## src/pea_pkg.sv

```systemverilog
// ---------------------------------------------------------------------------
// pea_pkg
// Types, widths and codes shared by the page extent allocator.
// ---------------------------------------------------------------------------
package pea_pkg;

	localparam int MAX_EXTENTS = 64;
	localparam int PAGE_W      = 20;
	localparam int LEN_W       = PAGE_W + 1;
	localparam int IDX_W       = $clog2(MAX_EXTENTS);
	localparam int CNT_W       = IDX_W + 1;
	localparam int CFG_IDX_W   = 1;

	localparam logic [CFG_IDX_W-1:0] CFG_POOL_BASE  = 1'd0;
	localparam logic [CFG_IDX_W-1:0] CFG_POOL_COUNT = 1'd1;

	localparam logic CMD_ALLOC = 1'b0;
	localparam logic CMD_FREE  = 1'b1;

	localparam logic [1:0] ST_OK    = 2'd0;
	localparam logic [1:0] ST_NOFIT = 2'd1;
	localparam logic [1:0] ST_FULL  = 2'd2;
	localparam logic [1:0] ST_ZERO  = 2'd3;

	typedef struct packed {
		logic              cmd;
		logic [LEN_W-1:0]  page_count;
		logic [PAGE_W-1:0] start_page;
	} req_t;

	typedef struct packed {
		logic              granted;
		logic [PAGE_W-1:0] alloc_page;
		logic [1:0]        status;
	} rsp_t;

	typedef struct packed {
		logic [PAGE_W-1:0] start;
		logic [LEN_W-1:0]  len;
	} ent_t;

	localparam int ENT_W = $bits(ent_t);

	function automatic logic [LEN_W-1:0] sat_len(input logic [LEN_W+1:0] v);
		sat_len = (v > {2'b00, {LEN_W{1'b1}}}) ? {LEN_W{1'b1}} : v[LEN_W-1:0];
	endfunction

endpackage

```

## src/pea_ram.sv

```systemverilog
// ---------------------------------------------------------------------------
// pea_ram
// Generic single write port, single read port RAM with registered read.
// ---------------------------------------------------------------------------
module pea_ram #(
	parameter int WIDTH = 8,
	parameter int DEPTH = 16
) (
	input  logic                     clk,
	input  logic                     we,
	input  logic [$clog2(DEPTH)-1:0] waddr,
	input  logic [WIDTH-1:0]         wdata,
	input  logic [$clog2(DEPTH)-1:0] raddr,
	output logic [WIDTH-1:0]         rdata
);

	logic [WIDTH-1:0] mem [DEPTH];

	always_ff @(posedge clk) begin
		if (we) begin
			mem[waddr] <= wdata;
		end
		rdata <= mem[raddr];
	end

endmodule

```

## src/page_extent_allocator.sv

```systemverilog
// ---------------------------------------------------------------------------
// page_extent_allocator
// First-fit page allocator over an address-ordered free extent table.
// ---------------------------------------------------------------------------
// Requests arrive on req (valid/ready): cmd 0 allocates page_count pages,
// cmd 1 frees page_count pages at start_page. Each request gives one
// response on rsp (valid/ready). The free extent table lives in one RAM
// with a registered read; a sequencer walks it one entry at a time.
// Allocate: scan to the first fitting entry, then a tail update or a shift
// down of the rest of the table. Free: scan to the insert point, then a
// merge write, a shift down, or a shift up to open a slot (status full if
// no slot is left). The block takes one request at a time and req_ready
// is low while it works. A finished response waits in the rsp register
// when the receiver stalls; the next request may be taken meanwhile but
// cannot complete until it drains. cfg writes (index 0 pool base, 1 pool
// count) are taken only when the sequencer is idle, win over a waiting
// request, and reload the table with one extent covering the pool (none
// if the count is zero). Reset clears the state, counters and pool
// settings, not the captured request or rsp; the table starts empty.
// ---------------------------------------------------------------------------
module page_extent_allocator (
	input  logic                             clk,
	input  logic                             arst_n,
	input  logic                             req_valid,
	output logic                             req_ready,
	input  pea_pkg::req_t                    req,
	output logic                             rsp_valid,
	input  logic                             rsp_ready,
	output pea_pkg::rsp_t                    rsp,
	input  logic                             cfg_valid,
	output logic                             cfg_ready,
	input  logic [pea_pkg::CFG_IDX_W-1:0]    cfg_index,
	input  logic [pea_pkg::LEN_W-1:0]        cfg_data
);

	localparam logic [3:0] S_IDLE  = 4'd0;
	localparam logic [3:0] S_A_RD  = 4'd1;
	localparam logic [3:0] S_A_EV  = 4'd2;
	localparam logic [3:0] S_SH_RD = 4'd3;
	localparam logic [3:0] S_SH_WR = 4'd4;
	localparam logic [3:0] S_F_RD  = 4'd5;
	localparam logic [3:0] S_F_EV  = 4'd6;
	localparam logic [3:0] S_F_DEC = 4'd7;
	localparam logic [3:0] S_UP_RD = 4'd8;
	localparam logic [3:0] S_UP_WR = 4'd9;
	localparam logic [3:0] S_FIN   = 4'd10;

	localparam int PW = pea_pkg::PAGE_W;
	localparam int LW = pea_pkg::LEN_W;
	localparam int IW = pea_pkg::IDX_W;
	localparam int CW = pea_pkg::CNT_W;

	logic [3:0]          state_q;
	logic [CW-1:0]       used_q, k_q, j_q;
	logic                cmd_q;
	logic [LW-1:0]       cnt_q;
	logic [PW-1:0]       s_q;
	logic [PW-1:0]       page_q;
	logic [1:0]          status_q;
	pea_pkg::ent_t       prev_q, nxt_q;
	logic                nxt_ok_q;
	logic [PW-1:0]       base_q;
	logic [LW-1:0]       count_q;
	logic                rsp_valid_q;
	pea_pkg::rsp_t       rsp_q;

	logic                ram_we;
	logic [IW-1:0]       ram_waddr, ram_raddr;
	pea_pkg::ent_t       ram_wdata, ram_rdata;

	logic                join_next, join_prev;
	logic [PW-1:0]       new_base;
	logic [LW-1:0]       new_count;

	pea_ram #(.WIDTH(pea_pkg::ENT_W), .DEPTH(pea_pkg::MAX_EXTENTS)) u_ram (
		.clk   (clk),
		.we    (ram_we),
		.waddr (ram_waddr),
		.wdata (ram_wdata),
		.raddr (ram_raddr),
		.rdata (ram_rdata)
	);

	assign req_ready = (state_q == S_IDLE) && !cfg_valid;
	assign cfg_ready = (state_q == S_IDLE);
	assign rsp_valid = rsp_valid_q;
	assign rsp       = rsp_q;

	assign new_base  = (cfg_index == pea_pkg::CFG_POOL_BASE) ? cfg_data[PW-1:0] : base_q;
	assign new_count = (cfg_index == pea_pkg::CFG_POOL_COUNT) ? cfg_data : count_q;

	assign join_next = nxt_ok_q &&
		(({2'b00, s_q} + {1'b0, cnt_q}) == {2'b00, nxt_q.start});
	assign join_prev = (k_q != '0) &&
		(({2'b00, prev_q.start} + {1'b0, prev_q.len}) == {2'b00, s_q});

	always_comb begin
		ram_we    = 1'b0;
		ram_waddr = k_q[IW-1:0];
		ram_wdata = '0;
		ram_raddr = k_q[IW-1:0];
		unique case (state_q)
			S_IDLE: begin
				if (cfg_valid) begin
					ram_we    = 1'b1;
					ram_waddr = '0;
					ram_wdata = '{start: new_base, len: new_count};
				end
			end
			S_A_EV: begin
				if (ram_rdata.len > cnt_q) begin
					ram_we    = 1'b1;
					ram_wdata.start = PW'({1'b0, ram_rdata.start} + cnt_q);
					ram_wdata.len   = ram_rdata.len - cnt_q;
				end
			end
			S_SH_RD: ram_raddr = IW'(k_q + 1'b1);
			S_SH_WR: begin
				ram_we    = 1'b1;
				ram_wdata = ram_rdata;
			end
			S_F_DEC: begin
				if (join_prev) begin
					ram_we    = 1'b1;
					ram_waddr = IW'(k_q - 1'b1);
					ram_wdata.start = prev_q.start;
					ram_wdata.len   = join_next ?
						pea_pkg::sat_len({2'b00, prev_q.len} + {2'b00, cnt_q} +
							{2'b00, nxt_q.len}) :
						pea_pkg::sat_len({2'b00, prev_q.len} + {2'b00, cnt_q});
				end else if (join_next) begin
					ram_we    = 1'b1;
					ram_wdata.start = s_q;
					ram_wdata.len   = pea_pkg::sat_len({2'b00, nxt_q.len} + {2'b00, cnt_q});
				end
			end
			S_UP_RD: begin
				ram_raddr = IW'(j_q - 1'b1);
				if (j_q == k_q) begin
					ram_we    = 1'b1;
					ram_wdata = '{start: s_q, len: cnt_q};
				end
			end
			S_UP_WR: begin
				ram_we    = 1'b1;
				ram_waddr = j_q[IW-1:0];
				ram_wdata = ram_rdata;
			end
			default: ;
		endcase
	end

	always_ff @(posedge clk or negedge arst_n) begin
		if (!arst_n) begin
			state_q     <= S_IDLE;
			used_q      <= '0;
			k_q         <= '0;
			j_q         <= '0;
			page_q      <= '0;
			status_q    <= pea_pkg::ST_OK;
			prev_q      <= '0;
			nxt_q       <= '0;
			nxt_ok_q    <= 1'b0;
			base_q      <= '0;
			count_q     <= '0;
			rsp_valid_q <= 1'b0;
		end else begin
			if (state_q == S_FIN && (!rsp_valid_q || rsp_ready)) begin
				rsp_valid_q <= 1'b1;
			end else if (rsp_ready) begin
				rsp_valid_q <= 1'b0;
			end
			unique case (state_q)
				S_IDLE: begin
					if (cfg_valid) begin
						base_q  <= new_base;
						count_q <= new_count;
						used_q  <= (new_count != '0) ? CW'(1) : '0;
					end else if (req_valid) begin
						k_q    <= '0;
						page_q <= '0;
						if (req.page_count == '0) begin
							status_q <= pea_pkg::ST_ZERO;
							state_q  <= S_FIN;
						end else if (req.cmd == pea_pkg::CMD_ALLOC) begin
							state_q <= S_A_RD;
						end else begin
							state_q <= S_F_RD;
						end
					end
				end
				S_A_RD: begin
					if (k_q >= used_q) begin
						status_q <= pea_pkg::ST_NOFIT;
						state_q  <= S_FIN;
					end else begin
						state_q <= S_A_EV;
					end
				end
				S_A_EV: begin
					if (ram_rdata.len >= cnt_q) begin
						page_q   <= ram_rdata.start;
						status_q <= pea_pkg::ST_OK;
						state_q  <= (ram_rdata.len > cnt_q) ? S_FIN : S_SH_RD;
					end else begin
						k_q     <= k_q + 1'b1;
						state_q <= S_A_RD;
					end
				end
				S_SH_RD: begin
					if (CW'(k_q + 1'b1) >= used_q) begin
						used_q  <= used_q - 1'b1;
						state_q <= S_FIN;
					end else begin
						state_q <= S_SH_WR;
					end
				end
				S_SH_WR: begin
					k_q     <= k_q + 1'b1;
					state_q <= S_SH_RD;
				end
				S_F_RD: begin
					if (k_q >= used_q) begin
						nxt_ok_q <= 1'b0;
						state_q  <= S_F_DEC;
					end else begin
						state_q <= S_F_EV;
					end
				end
				S_F_EV: begin
					if (ram_rdata.start < s_q) begin
						prev_q  <= ram_rdata;
						k_q     <= k_q + 1'b1;
						state_q <= S_F_RD;
					end else begin
						nxt_q    <= ram_rdata;
						nxt_ok_q <= 1'b1;
						state_q  <= S_F_DEC;
					end
				end
				S_F_DEC: begin
					status_q <= pea_pkg::ST_OK;
					if (join_prev && join_next) begin
						state_q <= S_SH_RD;
					end else if (join_prev || join_next) begin
						state_q <= S_FIN;
					end else if (used_q >= CW'(pea_pkg::MAX_EXTENTS)) begin
						status_q <= pea_pkg::ST_FULL;
						state_q  <= S_FIN;
					end else begin
						j_q     <= used_q;
						state_q <= S_UP_RD;
					end
				end
				S_UP_RD: begin
					if (j_q == k_q) begin
						used_q  <= used_q + 1'b1;
						state_q <= S_FIN;
					end else begin
						state_q <= S_UP_WR;
					end
				end
				S_UP_WR: begin
					j_q     <= j_q - 1'b1;
					state_q <= S_UP_RD;
				end
				S_FIN: begin
					if (!rsp_valid_q || rsp_ready) begin
						state_q <= S_IDLE;
					end
				end
				default: state_q <= S_IDLE;
			endcase
		end
	end

	always_ff @(posedge clk) begin
		if (state_q == S_IDLE && !cfg_valid && req_valid) begin
			cmd_q <= req.cmd;
			cnt_q <= req.page_count;
			s_q   <= req.start_page;
		end
		if (state_q == S_FIN && (!rsp_valid_q || rsp_ready)) begin
			rsp_q.granted    <= (status_q == pea_pkg::ST_OK);
			rsp_q.alloc_page <= (status_q == pea_pkg::ST_OK && cmd_q == pea_pkg::CMD_ALLOC) ?
				page_q : '0;
			rsp_q.status     <= status_q;
		end
	end

endmodule

```

## config.mk

```make
export PLATFORM = sky130hd
export DESIGN_NAME = page_extent_allocator
export DESIGN_NICKNAME = d
export VERILOG_FILES = /design/src/pea_pkg.sv /design/src/pea_ram.sv /design/src/page_extent_allocator.sv
export SDC_FILE = /design/constraint.sdc
export NUM_CORES = 2
export LEC_CHECK = 0
export ABC_AREA = 1
export BUFFER_PORTS_ARGS = -buffer_cell sky130_fd_sc_hd__buf_2
export CORE_UTILIZATION = 33
export CTS_CLUSTER_SIZE = 40
export DETAILED_ROUTE_END_ITERATION = 6
export GPL_ROUTABILITY_DRIVEN = 0
export HOLD_SLACK_MARGIN = 0.1
export RECOVER_POWER = 25
export SLEW_MARGIN = 0
export SYNTH_ARGS = -nofsm -noshare
export SYNTH_HDL_FRONTEND = slang
export SYNTH_SLANG_ARGS = --single-unit
export TNS_END_PERCENT = 10
```

## constraint.sdc

```tcl
create_clock -name clk -period 5.5 [get_ports clk]
set_input_delay 0.275 -clock clk [delete_from_list [all_inputs] [get_ports clk]]
set_output_delay 0.275 -clock clk [all_outputs]
set_load 0.05 [all_outputs]
```

Word-level counts from Yosys, hierarchy flattened
Memories as Yosys holds them, arrays and structs flattened. A register that Yosys moved wholly into a read port is not among the register bits.
Index checks and enable logic that the tools add are counted.

word-level totals
  bits in writable memories = 2,624
  flip-flop bits (word level) = 237
  input port bits = 69
  memories = 1

memory list
  name       depth  bits a word  read ports  clocked after memory_dff  wr ports  line           text
  u_ram.mem  64     41           1           1                         1         pea_ram.sv:17  logic [WIDTH-1:0] mem [DEPTH];

cells by class
  reduce and logical (&&, ||, !) cells = 34
  bitwise gates (word level) = 2
  magnitude comparators = 9
  multiplexer cells = 72
  equal/unequal tests = 29
  add/sub/neg operators = 12

operator list
  operator                number
  $mux W41                5
  $pmux W41 S5            1
  $mux W21                5
  $mux W20                4
  $mux W7                 10
  $add A20 B21 Y22        2
  $add A21 B21 Y22        2
  $eq A22 B20 Y1          2
  $gt A22 B21 Y1 const B  2
  $pmux W4 S11            1
  $pmux W20 S2            1
  $mux W4                 9
  $ne A2 B2 Y1 const B    15
  $pmux W7 S4             1
  $mux W2                 12
  $add A23 B21 Y23        1
  $gt A23 B21 Y1 const B  1
  $ge A21 B21 Y1          1
  $gt A21 B21 Y1          1
  $logic_not A21 Y1       1
  $pmux W7 S3             1
  $reduce_bool A21 Y1     1
  $sub A21 B21 Y21        1
  $add A20 B20 Y20        1
  37 further kinds        77

Longest topological paths before layout
  word-level depth = 8
  mapped depth = 27

Modules after synthesis
From an unflattened synthesis, not the netlist that was laid out.

second synthesis, totals
  cell total of the unflattened synthesis = 11,785
  area total of the unflattened synthesis = 127,662.4 um^2

by module, submodules not included
  module                 times used  area each (um^2)  cells an instance  sequential area each (um^2)
  pea_ram                1           106,037.9         8,640              79,616.4
  page_extent_allocator  1           21,624.5          3,145              6,256.0

Worst setup path after synthesis
OpenSTA, ideal clock, no wires.

  path kind = reg-to-reg
  start point = register cnt_q[1]
  end point = memory u_ram.mem[0][2] in the netlist's numbering, data pin
  path buffers = 1
  data required time = 4.970 ns
  arrival time = 5.391 ns
  cell stages (with the launch flop) = 26
  path slack = -0.421 ns
  cell sequence = edfxtp_1 inv_1 fa_1 o21ai_0 nand2_1 nand2_1 a21oi_1 inv_1 nand3b_1 nand2_1 a21oi_1 xnor2_1 ha_1 nand2_1 nor3_1 nand4_1 nand3_1 nand2_1 nand3_1 a21oi_1 clkbuf_1 nand2_1 o21ai_0 nand2_1 nand2_1 o21bai_1

RTL lines
  item                    line                          text
  from (decl)             page_extent_allocator.sv:56   logic [LW-1:0] cnt_q;
  from (signal assigned)  page_extent_allocator.sv:280  cnt_q <= req.page_count;
  to (decl)               pea_ram.sv:17

==> metrics.csv <==
metric,value,unit
FILL cells,35800,
Slew HR,-179,%
"worst slack, placed",0.261,ns
"Worst Setup Slack, final",0.120,ns
Crit Path Max Fanout,31,
CP Launch Type,register,
synth-to-layout area growth,14.1,%
Crit Reg-Reg Endpoint,u_ram.mem[51][32],
CTS tree,built,
clock-pin slew on the worst setup and hold paths,0.06,ns
Reg area,0.0859,mm²
Synth Net Count,10600,
H-tree Lvls,5,
initial antenna violation count,15,
max_cap viols,8,
Fmax,0.186,GHz
Final Hold Fails,0,
Psw,36400,µW
Synthesis Warnings,0,
most common flop cell mapped by yosys,edfxtp_1,
worst-skew pair later-pin latency,0.89,ns
hold path cells,3,
clk buf depth,4,
CTS buffer count,287,
Pre-Repair DR Iteration Count,6,
CTS Sinks,2902,
final worst-path cycle share,97.8,%
Mapped Area,0.125,mm²
via/cell ratio,5.48,
vias in the first global route,79700,
core area,0.376,mm²
Gate Count Post-Synth,10400,
GR Util All Layers,19.2,%
RSZ-0062 raised after global routing,false,
R2R cell count,16,
Crit. End Element,register,
P per Cell Area,600,mW/mm²
fin crit period,5.38,ns
post-CTS setup buffers,0,
Slew @ Worst Pin,4.19,ns
# setup viols final,0,
Clock power frac,22.3,%
wire per inst,24.0,µm
Yosys cell types,65,
die area,0.380,mm²
mean area per synthesized cell,12.0,µm²
Lkg Pwr,0.0479,µW
Die Y,616,µm
critical path arrival,6.02,ns
area of the multi-input gates,0.0349,mm²
"Slew Viols, Final",442,
fraction of layout cells with a size suffix above 1,8.25,%
pin count of the biggest net entering global routing,180,
initial DRC count,10200,
CTS root buffer,clkbuf_16,
critical path startpoint,prev_q[0],
detailed placement HPWL,233000,µm
via count,86000,
Post-synth EDFFs,2689,
Comb pwr share,42.7,%
Hold Startpoint,rsp_ready,
I/O pins,95,
final design utilization,37.9,%
Die W,616,µm
remaining global-route overflow,0,
switching part of the total power,42.7,%
nets@finish,10800,
Routed WL,377000,µm
placed cell area,0.133,mm²
Hold Path Sink,rsp_valid,
Rows,225,
#FFs+latches synth,2902,
violated checks,"capacitance limit, slew limit",
DRC violations left,0,
worst-case clock skew,0.0729,ns
"reg-to-reg slack, setup",0.12,ns
CP required,6.14,ns
Final Instance Area,0.142,mm²
global-route wire length before repair,549000,µm
R2R Path Start,prev_q[0],
status,finished with violations,
"antenna viol nets, final",0,
ys async rst share,5.93,%
Crit Path Category,register to register,
# port buffers,94,
sequential power share,35.0,%
internal power,48900,µW
Hold Path Class,input port to register,
maximum vdd ir drop,424,µV
Initial Util,33.2,%
sequential fraction of the synthesis area,68.9,%
Yosys cell counts (14+ instances only):
cell type,instances,area share [%]
o211ai_1,356,2.1
xor2_1,92,0.65
clkbuf_1,417,1.3
buf_2,185,0.74
inv_2,14,0.042
xnor2_1,66,0.46
o21ai_0,1581,6.4
nor2_1,1662,5.0
dfrtp_1,172,3.5
nand3_1,415,1.7
o21ai_1,25,0.10
buf_4,16,0.096
inv_1,397,1.2
nor3_1,49,0.20
buf_6,21,0.19
ha_1,185,1.9
nand2_1,876,2.6
nor4_1,15,0.075
o21bai_1,19,0.11
o21a_1,25,0.15
nand4_1,45,0.23
o221ai_1,344,2.4
o22ai_1,304,1.5
edfxtp_1,2689,65
dfxtp_1,41,0.66
nand3b_1,24,0.14
a21oi_1,174,0.70
logic make-up after synthesis:
logic type	synth area share (%)
AND/OR/NAND/NOR	10.3
flip-flops	68.9
AO/OA/AOI/OAI	13.9
buffers and inverters	3.63
adder cells (fa/ha/maj)	1.99
XOR/XNOR	1.11
multiplexers	0.0803
worst max-delay path, cell delays in order (launching register included):
cell	delay, ns
dfrtp_1	0.40
ha_1	0.29
fa_1	0.48
or2_0	0.26
nand3_1	0.08
nand3_1	0.08
nor2_1	0.13
nand2_1	0.07
nor2_1	0.11
nand3_1	0.09
nor2_1	0.14
nand3_1	0.29
nor2_4	0.38
clkbuf_2	0.77
a21oi_1	0.25
o21ai_2	0.87
clkbuf_2	0.44
cell usage in the layout, fill, tap and decap left out, types with 19 or more instances in the layout:
cell type         n
edfxtp_1       2689
nand2_2          19
nand3b_1         24
ha_1            185
buf_4           190
clkbuf_16       297
nand3_1         415
clkinv_1         60
o22ai_1         304
o211ai_1        356
nand4_1          45
dfxtp_1          41
clkbuf_1        131
nand2_1         863
a21oi_1         173
nor2_1         1594
xnor2_1          66
buf_12           98
clkinv_2         36
buf_2            41
o21ai_0        1577
dlygate4sd3_1    85
o21ai_1          24
o221ai_1        344
inv_1           398
o21a_1           25
nor2_4           70
dfrtp_1         172
xor2_1           92
nor3_1           48
how the worst max path moves through the flow:
stage / to / slack, ns / cells after the start
floorplan: u_ram.mem[0][2] / -0.42 / 25
global placement: u_ram.mem[38][7] / 0.25 / 28
detailed placement: u_ram.mem[38][35] / 0.26 / 19
CTS: u_ram.mem[48][31] / 0.27 / 19
global route: u_ram.mem[49][32] / 0.02 / 16
finish: u_ram.mem[51][32] / 0.12 / 16
registers in the layout, summed over array words and instances (netlist names), 20 cells and up:
signal / cells
u_ram.mem: 2624
base_q: 20
page_q: 20
count_q: 21
cnt_q: 21
prev_q: 41
u_ram.rdata: 41
nxt_q: 41
rsp: 23
s_q: 20
layer usage:
metal / part of all wire [%] / track usage, %
met5: 0.0024 / 0
met4: 3.2 / 5.81
met2: 42 / 27.7
met3: 10 / 4.33
met1: 44 / 28.5
stage by stage:
stage / total power, µW / setup TNS (ns) / instances / hold slack, ns
2_1_floorplan: 51300 / -194.77 / 10400 / -0.0206
6_report: 85200 / 0 / 15700 / 0.181
3_3_place_gp: 65800 / 0 / 15100 / 0.350
4_1_cts: 84800 / 0 / 15700 / 0.116
5_1_grt: 89200 / 0 / 15700 / 0.167
3_5_place_dp: 65900 / 0 / 15100 / 0.351
final cells by class:
cell class	instances	area share, %
clock buffers	373	5.47
flip-flops and latches	2902	60.4
multi-input cells	6389	24.5
well taps	4994	4.39
repair buffers	492	3.37
inverters	416	1.12
clock inverters	128	0.716
diodes	7	0.0123
repair_timing:
item	in CTS	in global routing
hold endpoints to repair	159	0
hold buffers	86	0
resized for setup	0	5
setup endpoints to repair	0	1153
power groups by stage:
stage	combinational [µW]	sequential [µW]	clock [µW]
floorplan	21200	30000	0
global placement	35700	30200	0
detailed placement	35700	30200	0
CTS	35800	29800	19200
global route	39300	29900	20000
finish	36400	29800	19000
No activity file was read; power rests on OpenSTA's default activity.
